[src/design/cpcr_div.sv]
// ----------------------------------------------------------------------------
// cpcr_div: pipelined restoring divider
// 37-bit magnitude over 21-bit divisor, 17 quotient bits, two per stage.
// ----------------------------------------------------------------------------
`default_nettype none

module cpcr_div (
  input  wire logic        clk,
  input  wire logic        en,
  input  wire logic [36:0] num_i,
  input  wire logic [20:0] den_i,
  input  wire logic        neg_i,
  output logic      [16:0] q_o,
  output logic             neg_o
);

  localparam int QB  = 17;
  localparam int PER = 2;
  localparam int NST = 9;

  logic [36:0] rem_r [NST];
  logic [16:0] q_r   [NST];
  logic [20:0] den_r [NST];
  logic        neg_r [NST];
  logic [36:0] rem_nxt [NST];
  logic [16:0] q_nxt   [NST];
  logic [20:0] den_nxt [NST];
  logic        neg_nxt [NST];

  for (genvar k = 0; k < NST; k++) begin : g_st
    always_comb begin
      logic [36:0] rem;
      logic [16:0] q;
      logic [36:0] trial;
      int          s;
      if (k == 0) begin
        rem         = num_i;
        q           = '0;
        den_nxt[k]  = den_i;
        neg_nxt[k]  = neg_i;
      end else begin
        rem         = rem_r[(k == 0) ? 0 : k - 1];
        q           = q_r[(k == 0) ? 0 : k - 1];
        den_nxt[k]  = den_r[(k == 0) ? 0 : k - 1];
        neg_nxt[k]  = neg_r[(k == 0) ? 0 : k - 1];
      end
      for (int j = 0; j < PER; j++) begin
        s = k * PER + j;
        if (s < QB) begin
          trial = {16'd0, den_nxt[k]} << (QB - 1 - s);
          if (rem >= trial) begin
            rem = rem - trial;
            q   = q | (17'd1 << (QB - 1 - s));
          end
        end
      end
      rem_nxt[k] = rem;
      q_nxt[k]   = q;
    end

    always_ff @(posedge clk) begin
      if (en) begin
        rem_r[k] <= rem_nxt[k];
        q_r[k]   <= q_nxt[k];
        den_r[k] <= den_nxt[k];
        neg_r[k] <= neg_nxt[k];
      end
    end
  end

  assign q_o   = q_r[NST-1];
  assign neg_o = neg_r[NST-1];

endmodule

`default_nettype wire

[config.mk]
export PLATFORM = sky130hd
export DESIGN_NAME = cpcr_div
export DESIGN_NICKNAME = d
export VERILOG_FILES = /design/src/design/cpcr_div.sv
export SDC_FILE = /design/constraint.sdc
export NUM_CORES = 2
export LEC_CHECK = 0
export BUFFER_PORTS_ARGS = -buffer_cell sky130_fd_sc_hd__clkbuf_2
export CAP_MARGIN = 5
export CORE_ASPECT_RATIO = 0.8
export CORE_MARGIN = 5
export CORE_UTILIZATION = 25
export CTS_CLUSTER_DIAMETER = 30
export DETAILED_ROUTE_END_ITERATION = 10
export PLACE_DENSITY = 0.41
export SLEW_MARGIN = 20
export SYNTH_ARGS = -nofsm -noshare
export SYNTH_HDL_FRONTEND = slang
export SYNTH_SLANG_ARGS = --single-unit
[constraint.sdc]
create_clock -name clk -period 13.71 [get_ports clk]
set_input_delay 1.371 -clock clk [delete_from_list [all_inputs] [get_ports clk]]
set_output_delay 1.371 -clock clk [all_outputs]
set_load 0.02 [all_outputs]
==> results.cfg <==
[logic_synthesis]
yosysTopAreaCell = edfxtp_1
yosysTopAreaCellShare_pct = 41.4
avgSynthCellArea_um2 = 9.95
synth_compound_area_share_pct = 16.4
ys_async_sr_fraction_pct = 0
synth_common_cells = edfxtp_1 (562), a21oi_1 (380), ha_1 (357)
netlist_area_mm2 = 0.0408
synth_mux_area_share_pct = 4.36
synth-simple-area-share_pct = 14.5
synth_nets = 4537
ys_warn_count = 0
synth_top_family_by_area = compound AO/OA/AOI/OAI gates
yosys.area_share.adder_pct = 11.7
synthFlopType = edfxtp_1
synth_edf_count = 562
yosysMostFrequentCell = edfxtp_1
yosysSeqAreaShare_pct = 41.4
ys_ff_latch = 562
synth_xor_area_share_pct = 7.81
syn_inst = 4103
netlist_top_cells_area = edfxtp_1 (41%), ha_1 (11%), xnor2_1 (5.3%)
synth_cell_types = 96

[timing]
slew_headroom_pct = 30.1
drv_slew = 0
max_freq_mhz = 111
finalSetupViolCount = 0
tightest_slew_ps = 1030
fin_tns_setup_ps = 0
worst_clock_skew_ps = 76.2
rsz0062_at_grt = no
hold_viol = 0
fin_crit_ps = 9020
post-route-period-util_pct = 65.8

[global_route]
grt_pass1_vias = 31300
grt_max_degree = 158
grt_usage_pct = 13.6
antenna_found_initial = 5
grt_overflow = 0
grt_pass1_wl_um = 184000

[critical_path]
crit_required_ps = 14210
startpoint_type = input port
slowest_delay_ps = 660
cp_common_cell = a21oi_1
worstSetupPathType = in -> reg
end_kind = register
crit_fanout = 27
cp_data_arrival_time_ps = 9520
crit_buf_inv = 3
critPathTopFamily = compound AO/OA/AOI/OAI gates
cp_slowest_cell = o21ai_0

[power]
max-vdd-ir-drop_v = 0.000130
p_leak_nw = 19.6
power_density_mw_per_mm2 = 294

[run_status]
status = finished, final reports clean

[detailed_routing]
ant_nets = 0
drc = 0
drt_first_pass_iters = 7
via_per_inst = 4.77
wl_per_cell_um = 17.9
via_count = 31300
drtIter0Drc = 2144
wirelength_um = 117000

[clock_network]
post_cts_resized = 0
clk_transition_reported_paths_ps = 40
numCtsBuffers = 153
cts_tree = yes
postCtsHoldBufs = 0
root_buffer = clkbuf_16
insertion_delay_ps = 790
cts.path.max_buffers = 3
htree_num_levels = 4
post-cts-setup-buffer-count = 0
cts_sinks = 562

[floorplan]
dieArea_mm2 = 0.171
die_w_um = 462
start_util_pct = 25.2
ioPinCount = 79
fp-row-count = 132
die_height_um = 371
core_area_mm2 = 0.162

[placed_design]
io_buffers = 78
place_congestion = 0.864
dp_hpwl_um = 93300
post-place-cells = 6275
place_area_mm2 = 0.0438

[final_layout]
fin_cells = 6559
layout-drive-gt1-share_pct = 12.5
finalNetCount = 4720
final_util_pct = 30.4
syn2layout_area_growth_pct = 20.8
final_cell_area_mm2 = 0.0493
fillers = 16600

[min_path]
hp-class = reg -> reg

[job]
cap_violations = 0
==> worst paths after layout <==
kind / start / cells after the start / slack (ps) / to
setup / recovery: den_i[1] / 27 / 4690 / rem_r[0][19]
hold / removal: q_r[1][37] / 0 / 400 / q_r[1][54]
setup reg to reg: den_r[0][64] / 27 / 5390 / rem_r[0][170]
hold reg to reg: q_r[1][37] / 0 / 400 / q_r[1][54]
==> flip-flops by register name (all words and copies together), names as in the netlist <==
name   flops
den_r    168
neg_r      9
q_r       89
rem_r    296
==> final cells by class <==
type / instances / area [µm²] / share of cell area (%)
Antenna cell: 1 / 2.50 / 0.00507
Clock buffer: 162 / 3860 / 7.83
Clock inverter: 121 / 1630 / 3.30
Inverter: 323 / 1210 / 2.46
Multi-Input combinational cell: 3142 / 22400 / 45.5
Sequential cell: 562 / 16900 / 34.2
Tap cell: 2144 / 2680 / 5.44
Timing Repair Buffer: 104 / 621 / 1.26
==> worst reg2reg max path, cell delays in order, from the launching register on <==
cell      delay [ps]
edfxtp_1         370
inv_1            200
ha_1             280
nor2b_1          130
o21ai_0          500
a21boi_0         270
o31ai_1          770
a21o_1           240
a21oi_1          120
nor2_1           130
buf_4            250
inv_2            280
nor2_1           170
a21oi_1           90
fa_1             480
a21o_1           200
nand4_1           80
o21ai_0          130
o41ai_1          780
o21ai_0          410
a211o_1          420
a31oi_1          330
o21a_1           180
nand2_1          100
nor4b_2          320
buf_4            390
inv_1            170
mux2_2           300
==> layout by cell type (no fill, tap or decap), drive strengths merged, types with 18 or more instances in the layout <==
cell,n
a31oi,22
nor4,54
o21bai,41
edfxtp,562
xnor2,249
inv,333
clkinv,74
nor2b,53
nand2b,45
clkbuf,239
o31ai,28
a21o,142
buf,27
or3,24
and3,46
mux2,144
bufinv,25
nand3,78
xor2,115
nor3b,18
nand2,300
a211oi,38
ha,357
and4,18
nand4,72
a21oi,380
nor3,82
o21ai,206
o21a,47
o211ai,21
nor2,304
==> cells by family (layout without fill, tap and decap cells) <==
logic type	after synthesis	count (layout)
fa+ha+maj	373	373
other cells	0	1
mux	159	159
buf+inv	399	710
xor+xnor	364	364
flops	562	562
simple gates	1185	1185
compound gates	1061	1061
==> through the flow <==
stage / hold WS [ps] / total power (W) / setup WS (ps)
6_report: 395 / 0.0145 / 4690
5_1_grt: 405 / 0.0157 / 4070
4_1_cts: 404 / 0.0146 / 4630
2_1_floorplan: 400 / 0.00889 / 5920
3_5_place_dp: 405 / 0.0107 / 3860
3_3_place_gp: 401 / 0.0108 / 3840
==> per-layer routing <==
layer | GRT usage (%) | up-vias | wire, µm
met2 | 20.4 | 544 | 49200
met3 | 2.90 | 187 | 5180
met1 | 19.6 | 14900 | 60100
met4 | 4.06 | 2 | 2810
li1 | - | 15700 | -
met5 | 0 | - | 9
==> power breakdown <==
part / switching [W] / total (W) / internal (W)
sequential: 0.000313 / 0.00299 / 0.00268
combinational: 0.00435 / 0.00777 / 0.00342
clock: 0.00119 / 0.00372 / 0.00253
total: 0.00585 / 0.0145 / 0.00863
No activity file was read; power rests on OpenSTA's default activity.
