--- src/design/cpcr_sqrt.sv ---
// ----------------------------------------------------------------------------
// cpcr_sqrt: pipelined integer square root
// Bit-pair restoring square root of a 42-bit value, three steps per stage.
// ----------------------------------------------------------------------------
`default_nettype none

module cpcr_sqrt (
  input  wire logic        clk,
  input  wire logic        en,
  input  wire logic [41:0] sq_i,
  output logic      [20:0] dist_o
);

  localparam int PER = 3;
  localparam int NST = 7;

  logic [41:0] n_r   [NST];
  logic [41:0] res_r [NST];
  logic [41:0] n_nxt [NST];
  logic [41:0] res_nxt [NST];

  for (genvar k = 0; k < NST; k++) begin : g_st
    always_comb begin
      logic [41:0] n;
      logic [41:0] res;
      logic [41:0] bt;
      int          idx;
      if (k == 0) begin
        n   = sq_i;
        res = '0;
      end else begin
        n   = n_r[(k == 0) ? 0 : k - 1];
        res = res_r[(k == 0) ? 0 : k - 1];
      end
      for (int j = 0; j < PER; j++) begin
        idx = k * PER + j;
        bt  = 42'd1 << (40 - 2 * idx);
        if (n >= res + bt) begin
          n   = n - (res + bt);
          res = (res >> 1) + bt;
        end else begin
          res = res >> 1;
        end
      end
      n_nxt[k]   = n;
      res_nxt[k] = res;
    end

    always_ff @(posedge clk) begin
      if (en) begin
        n_r[k]   <= n_nxt[k];
        res_r[k] <= res_nxt[k];
      end
    end
  end

  assign dist_o = res_r[NST-1][20:0];

endmodule

`default_nettype wire

--- config.mk ---
export PLATFORM = sky130hd
export DESIGN_NAME = cpcr_sqrt
export DESIGN_NICKNAME = d
export VERILOG_FILES = /design/src/design/cpcr_sqrt.sv
export SDC_FILE = /design/constraint.sdc
export NUM_CORES = 1
export LEC_CHECK = 0
export BUFFER_PORTS_ARGS = -buffer_cell sky130_fd_sc_hd__clkbuf_2
export CAP_MARGIN = 20
export CORE_MARGIN = 2
export CORE_UTILIZATION = 56
export DETAILED_ROUTE_END_ITERATION = 7
export PLACE_DENSITY_LB_ADDON = 0.08
export SYNTH_ARGS = -nofsm -noshare
export SYNTH_HDL_FRONTEND = slang
export SYNTH_SLANG_ARGS = --single-unit
--- constraint.sdc ---
create_clock -name clk -period 22.4 [get_ports clk]
set_clock_uncertainty 0.15 [all_clocks]
set_input_delay 1.12 -clock clk [delete_from_list [all_inputs] [get_ports clk]]
set_output_delay 1.12 -clock clk [all_outputs]
set_load 0.03 [all_outputs]
==> results.md, run 1 <==
- Status: finished, final reports clean
- Die Height: 236 µm
- Fin crit share: 48.3%
- CTS Hold Bufs: 0
- GRT Overall Usage: 32.2%
- Largest family of logic cells by synthesized area: simple AND/OR/NAND/NOR gates
- Most frequent cells in the layout: 336 x edfxtp_1, 319 x nor2_1, 295 x nand2_1
- Clk buf depth: 3
- Worst-path clk slew: 0.06 ns
- Final Max Tran Viols: 0
- Crit path top cell by count: nor2_1
- Register area share after synthesis: 33.4%
- Worst slew margin: 28.3%
- CP max-delay cell: o21ai_1
- Share of layout cells above drive strength 1: 7.10%
- Global-route wire length before repair: 142 mm
- Hold WC Path Type: flop to flop
- Area growth from synthesis to layout: 7.43%
- Max stage delay on crit path: 0.80 ns
- Initial antenna violation count: 0
- Crit path max fanout: 24
- Crit start category: flop
- Syn Nets: 3730
- Initial Util: 56.3%
- Slew at the pin closest to its max-slew limit: 1.08 ns
- Mean Syn Cell Area: 8.82 µm²
- Number of flops mapped to enable cells by yosys: 336
- Post-synthesis compound-gate area fraction: 19.9%
- Number of library cell types mapped by synthesis: 104
- Post-CTS Setup Bufs: 0
- Clock Sinks: 336
- TritonCTS buffer count: 41
- Yosys warns: 0
- Final Hold Vio Count: 0
- Final #Nets: 3758
- CP endpoint kind: flop
- Commonest non-fill, non-tap cell in the layout: edfxtp_1
- Drt first-iter violations: 2486
- CTS Root Cell: clkbuf_16
- Synth Area in Adders: 10.9%
- # rows: 85
- Hold slack final: 0.289 ns
- I/O Buffers: 64
- Sw Ratio: 48.1%
- Hpwl dp: 72.9 mm
- CTS resizes: 0
- Core footprint: 53600 µm²
- Total global routing overflow: 0
- Logic pwr share: 64.1%
- Sequential share of power: 22.1%
- WP data arrival: 10.98 ns
- CTS H-tree lvls: 2
- CTS tree: done
- DRT antenna net count: 0
- Final setup viols: 0
- Die X: 236 µm
- Synthesized netlist cell count: 3423
- Vias in the first global route: 25656
- Io pins: 65
- Vias per cell: 6.44
- Sum Neg Setup Slack: 0 ns
- Max-cap violations: 0
- Leak pwr: 12.9 nW
- Internal: 0.00250 W
- Drt pass-1 iters: 6
- Routed Wire Length: 91.5 mm
- CP Class: flop to flop
- Pin count of the biggest net entering global routing: 127
- Drt drc: 0
- Synthesis-stage register bit count: 336
- Cell Area, Synth: 30200 µm²
- Latest clock arrival within the worst-skew pair: 0.58 ns
- Sw power: 0.00231 W
- Post-Synth XOR/XNOR Area: 8.99%
- Antenna diodes: 0
- Power per cell area: 148 nW/µm²
- Routed len/inst: 21.9 µm
- Post-synthesis mux area share: 1.89%
- Ys flop type: edfxtp_1
- Post-synth ARST share: 0%
- Clk pwr share: 13.8%
- RSZ-0062 raised after global routing: no
- Via count: 26917
- Die ar.: 55800 µm²
- Tmin final: 10.81 ns
- Simple-gate share of the synthesized area: 21.1%
- Max rail drop VDD: 0.134 mV
- Fmax: 92.5 MHz
- GPL Wtd Cong: 0.983
- Worst EP required: 22.57 ns
-- cells by family (layout without fill, tap and decap cells) --
group / count (synthesis) / in the layout
DFF: 336 / 336
and+or+nand+nor: 1248 / 1248
xor gates and xnor gates: 310 / 310
AOI/OAI and AO/OA: 925 / 925
buffers and inverters: 288 / 346
muxes: 53 / 53
adders and majority gates: 263 / 263
-- worst paths after layout --
| path | startpoint | end | slack (ns) | cells past startpoint |
|---|---|---|---|---|
| worst max-delay path | res_r[4][12] | n_r[5][35] | 11.59 | 37 |
| worst min register to register | n_r[3][3] | n_r[4][3] | 0.29 | 0 |
| worst max register to register | res_r[4][12] | n_r[5][35] | 11.59 | 37 |
| worst min-delay path | n_r[3][3] | n_r[4][3] | 0.29 | 0 |
-- synthesized netlist by cell type (37+ instances only) --
library cell	n	share of area (%)
a211oi_1	37	0.92
a21o_1	90	2.2
a21oi_1	285	4.7
clkbuf_1	62	0.77
edfxtp_1	336	33
ha_1	263	11
inv_1	185	2.3
nand2_1	295	3.7
nand2b_1	47	0.97
nand3_1	99	1.6
nand4_1	53	1.1
nor2_1	319	4.0
nor3_1	99	1.6
nor4_1	59	1.2
o21ai_0	197	3.3
xnor2_1	197	5.7
xor2_1	113	3.3
-- cell type report --
class / instances / area, µm²
Inverter: 192 / 724
Fill cell: 4679 / 21200
Sequential cell: 336 / 10100
Clock inverter: 24 / 236
Tap cell: 696 / 871
Clock buffer: 49 / 1080
Multi-Input combinational cell: 2799 / 19000
Timing Repair Buffer: 81 / 483
-- metal layers --
metal  share of wire [%]  track usage (%)
met1                  41             40.9
met5                   0                0
met3                 5.4             3.14
met2                  48             55.5
met4                 4.7             14.4
-- flip-flops by register name, summed over array words and instances (netlist names) --
| name | cells |
|---|---|
| n_r | 252 |
| res_r | 84 |
-- critical path, delay by kind of cell (launching register included) --
family	cells	cell delay, ns
AO/OA/AOI/OAI	10	3.20
XOR/XNOR	2	0.46
adder cells (fa/ha/maj)	3	0.99
buffers and inverters	5	1.47
flip-flops	1	0.39
AND/OR/NAND/NOR	17	3.88
-- power groups by stage --
stage / combinational [W] / clock, W / sequential (W)
floorplan: 0.00231 / 0 / 0.000992
global placement: 0.00296 / 0 / 0.00107
finish: 0.00308 / 0.000664 / 0.00106
detailed placement: 0.00301 / 0 / 0.00107
CTS: 0.00304 / 0.000674 / 0.00106
global route: 0.00337 / 0.000697 / 0.00108
-- per-stage QoR --
stage | instances | cell area, µm² | setup WS (ns) | total power [W] | utilization [%]
detailed placement | 4101 | 31100 | 11.04 | 0.00408 | 58.0
finish | 4177 | 32400 | 11.59 | 0.00481 | 60.5
floorplan | 3423 | 30200 | 13.45 | 0.00330 | -
global route | 4177 | 32400 | 10.71 | 0.00515 | 60.5
CTS | 4174 | 32400 | 10.98 | 0.00477 | 60.4
global placement | 4101 | 31100 | 11.22 | 0.00403 | 58.0
Power figures use the tool's default switching activity.
==> inputs of run 2 (changes only) <==
clock period = 10.15 ns   (was 22.4 ns; I/O delays follow)
==> results.md, run 2 (synthesized netlist as in run 1, its figures left out) <==
- Status: finished, final reports clean
- Final Max Tran Viols: 0 (unchanged)
- Routed Wire Length: 90.7 mm (-0.91%)
- Core footprint: 53600 µm² (unchanged)
- Wire length on met2: 43.9 mm (-1.0%)
- R2R Setup Slk: 0.57 ns (-11.02 ns)
- Max-cap violations: 0 (unchanged)
- Worst slew margin: 30.1% (+1.8 points)
- Most frequent cells in the layout: 336 x edfxtp_1, 318 x nor2_1, 295 x nand2_1
- Worst Setup SP: res_r[4][26]
- Hpwl dp: 71.3 mm (-2.2%)
- Fmax: 104 MHz (+13%)
- Reg2Reg Capture Point: n_r[5][38]
- Setup slack at placement: 0.238 ns (-10.81 ns)
- Crit start category: flop
- Final Hold Vio Count: 0 (unchanged)
- Top routing layer in use: met4
- Io pins: 65 (unchanged)
- Clk buf depth: 3 (unchanged)
- Pin count of the biggest net entering global routing: 156 (+23%)
- CP max-delay cell: or4b_1
- DRT antenna net count: 0 (unchanged)
- Number of fill cells in the layout: 4606 (-1.6%)
- Commonest non-fill, non-tap cell in the layout: edfxtp_1
- Die Height: 236 µm (unchanged)
- Power per cell area: 323 nW/µm² (+120%)
- Vias per cell: 6.42 (-0.38%)
- Max stage delay on crit path: 0.64 ns (-0.16 ns)
- Die X: 236 µm (unchanged)
- Sum Neg Setup Slack: 0 ns (unchanged)
- Drt pass-1 iters: 6 (unchanged)
- Post-CTS Setup Bufs: 0 (unchanged)
- RR Startpoint: res_r[4][26]
- Drt drc: 0 (unchanged)
- Hold endpoint: n_r[0][37]
- Largest registers: n_r x252, res_r x84
- Reg with most FFs: n_r
- Drt first-iter violations: 2564 (+3.1%)
- Leak pwr: 13.2 nW (+1.9%)
- Max reg flops: 252 (unchanged)
- Metal-1 WL: 38.5 mm (+1.5%)
- Vias in the first global route: 25805 (+0.58%)
- Final setup viols: 0 (unchanged)
- Hold WC Path Type: input pin to flop
- Clock Sinks: 336 (unchanged)
- Reg2Reg Depth: 32 (-14%)
- Max rail drop VDD: 0.416 mV (+210%)
- CTS Root Cell: clkbuf_16
- Routed len/inst: 21.4 µm (-2.1%)
- CP Class: flop to flop
- Crit path max fanout: 20 (-17%)
- Via count: 27141 (+0.83%)
- Final #Nets: 3806 (+1.3%)
- Routed met3 length: 4.86 mm (-1.7%)
- Slew at the pin closest to its max-slew limit: 1.04 ns (-0.0349 ns)
- Initial antenna violation count: 2 (+2)
- GPL Wtd Cong: 1.00 (+1.9%)
- CTS tree: done
- Latest clock arrival within the worst-skew pair: 0.60 ns (+0.02 ns)
- CTS H-tree lvls: 2 (unchanged)
- Worst EP required: 10.40 ns (-12.17 ns)
- Share of layout cells above drive strength 1: 7.62% (+0.52 points)
- TritonCTS buffer count: 40 (-2.4%)
- Min-delay src: sq_i[37]
- Crit path top cell by count: nor2_1
- Global-route wire length before repair: 142 mm (-0.14%)
- Die ar.: 55800 µm² (unchanged)
- Initial Util: 56.3% (unchanged)
- Worst-path clk slew: 0.06 ns (about the same)
- Area occupied by registers: 10100 µm² (unchanged)
- Post-route worst setup slack: 0.566 ns (-11.02 ns)
- Tmin final: 9.58 ns (-1.23 ns)
- Area growth from synthesis to layout: 9.29%
- Fin crit share: 94.4% (+46 points)
- Worst Hold Path Cells: 3 (+3)
- Multi-input logic area: 19000 µm² (+0.11%)
- CP endpoint kind: flop
- GRT Overall Usage: 31.8% (-0.31 points)
- RSZ-0062 raised after global routing: no
- I/O Buffers: 64 (unchanged)
- Total global routing overflow: 0 (unchanged)
- WP data arrival: 9.83 ns (-1.15 ns)
- # rows: 85 (unchanged)
run 2: cell types whose count changed in the layout (fill, tap and decap cells not counted), sizes merged:
cell,delta
dlygate4sd3,+36
buf,+13
clkbuf,-7
inv,+3
bufinv,+2
clkinvlp,+2
diode,+2
run 2: critical path: cells and delay by family, from the launching register on:
kind            cells  cell delay, ns
flops               1            0.48
xor+xnor            1            0.28
fa+ha+maj           3            1.30
simple gates       19            4.40
buf+inv             3            0.72
compound gates      6            2.02
run 2: layer usage:
layer | track usage, % | vias up
li1 | - | 12955
met5 | 0 | -
met3 | 3.98 | 198
met2 | 55.0 | 1061
met4 | 11.9 | 0
met1 | 40.8 | 12927
run 2: final cells by class:
cell class	instances	share of cell area, %
multi-input cells	2799	57.5
inverters	192	2.20
clock inverters	31	1.18
flip-flops and latches	336	30.6
clock buffers	42	3.06
repair buffers	130	2.82
diodes	2	0.0152
well taps	696	2.64
run 2: timing repair:
item | 4_1_cts | 5_1_grt
hold buffers | 36 | 0
hold endpoints to repair | 36 | 0
gates resized for setup | 0 | 9
endpoints found under the setup margin | 0 | 36
run 2: power breakdown:
part / leakage [nW] / internal (W) / switching (W)
logic: 9.32 / 0.00266 / 0.00414
registers: 3.20 / 0.00202 / 0.000319
clock network: 0.665 / 0.000874 / 0.000635
total: 13.2 / 0.00556 / 0.00510
run 2: how the worst max path moves through the flow:
stage / endpoint / slack [ns]
after detailed placement: n_r[5][23] / 0.24
after floorplan: n_r[4][32] / 1.20
after CTS: n_r[5][23] / 0.19
final: n_r[5][38] / 0.57
after global routing: n_r[5][39] / 0.07
after global placement: n_r[5][23] / 0.44
run 2: metrics by stage:
step           total power [W]  hold WS [ns]  utilization (%)  instances  area [µm²]
4_1_cts                 0.0105         0.107             61.5       4226       33000
5_1_grt                 0.0114         0.211             61.6       4228       33000
3_5_place_dp           0.00896         0.286             58.2       4117       31200
3_3_place_gp           0.00884         0.273             58.2       4117       31200
6_report                0.0107         0.144             61.6       4228       33000
2_1_floorplan          0.00728         0.267                -       3423       30200
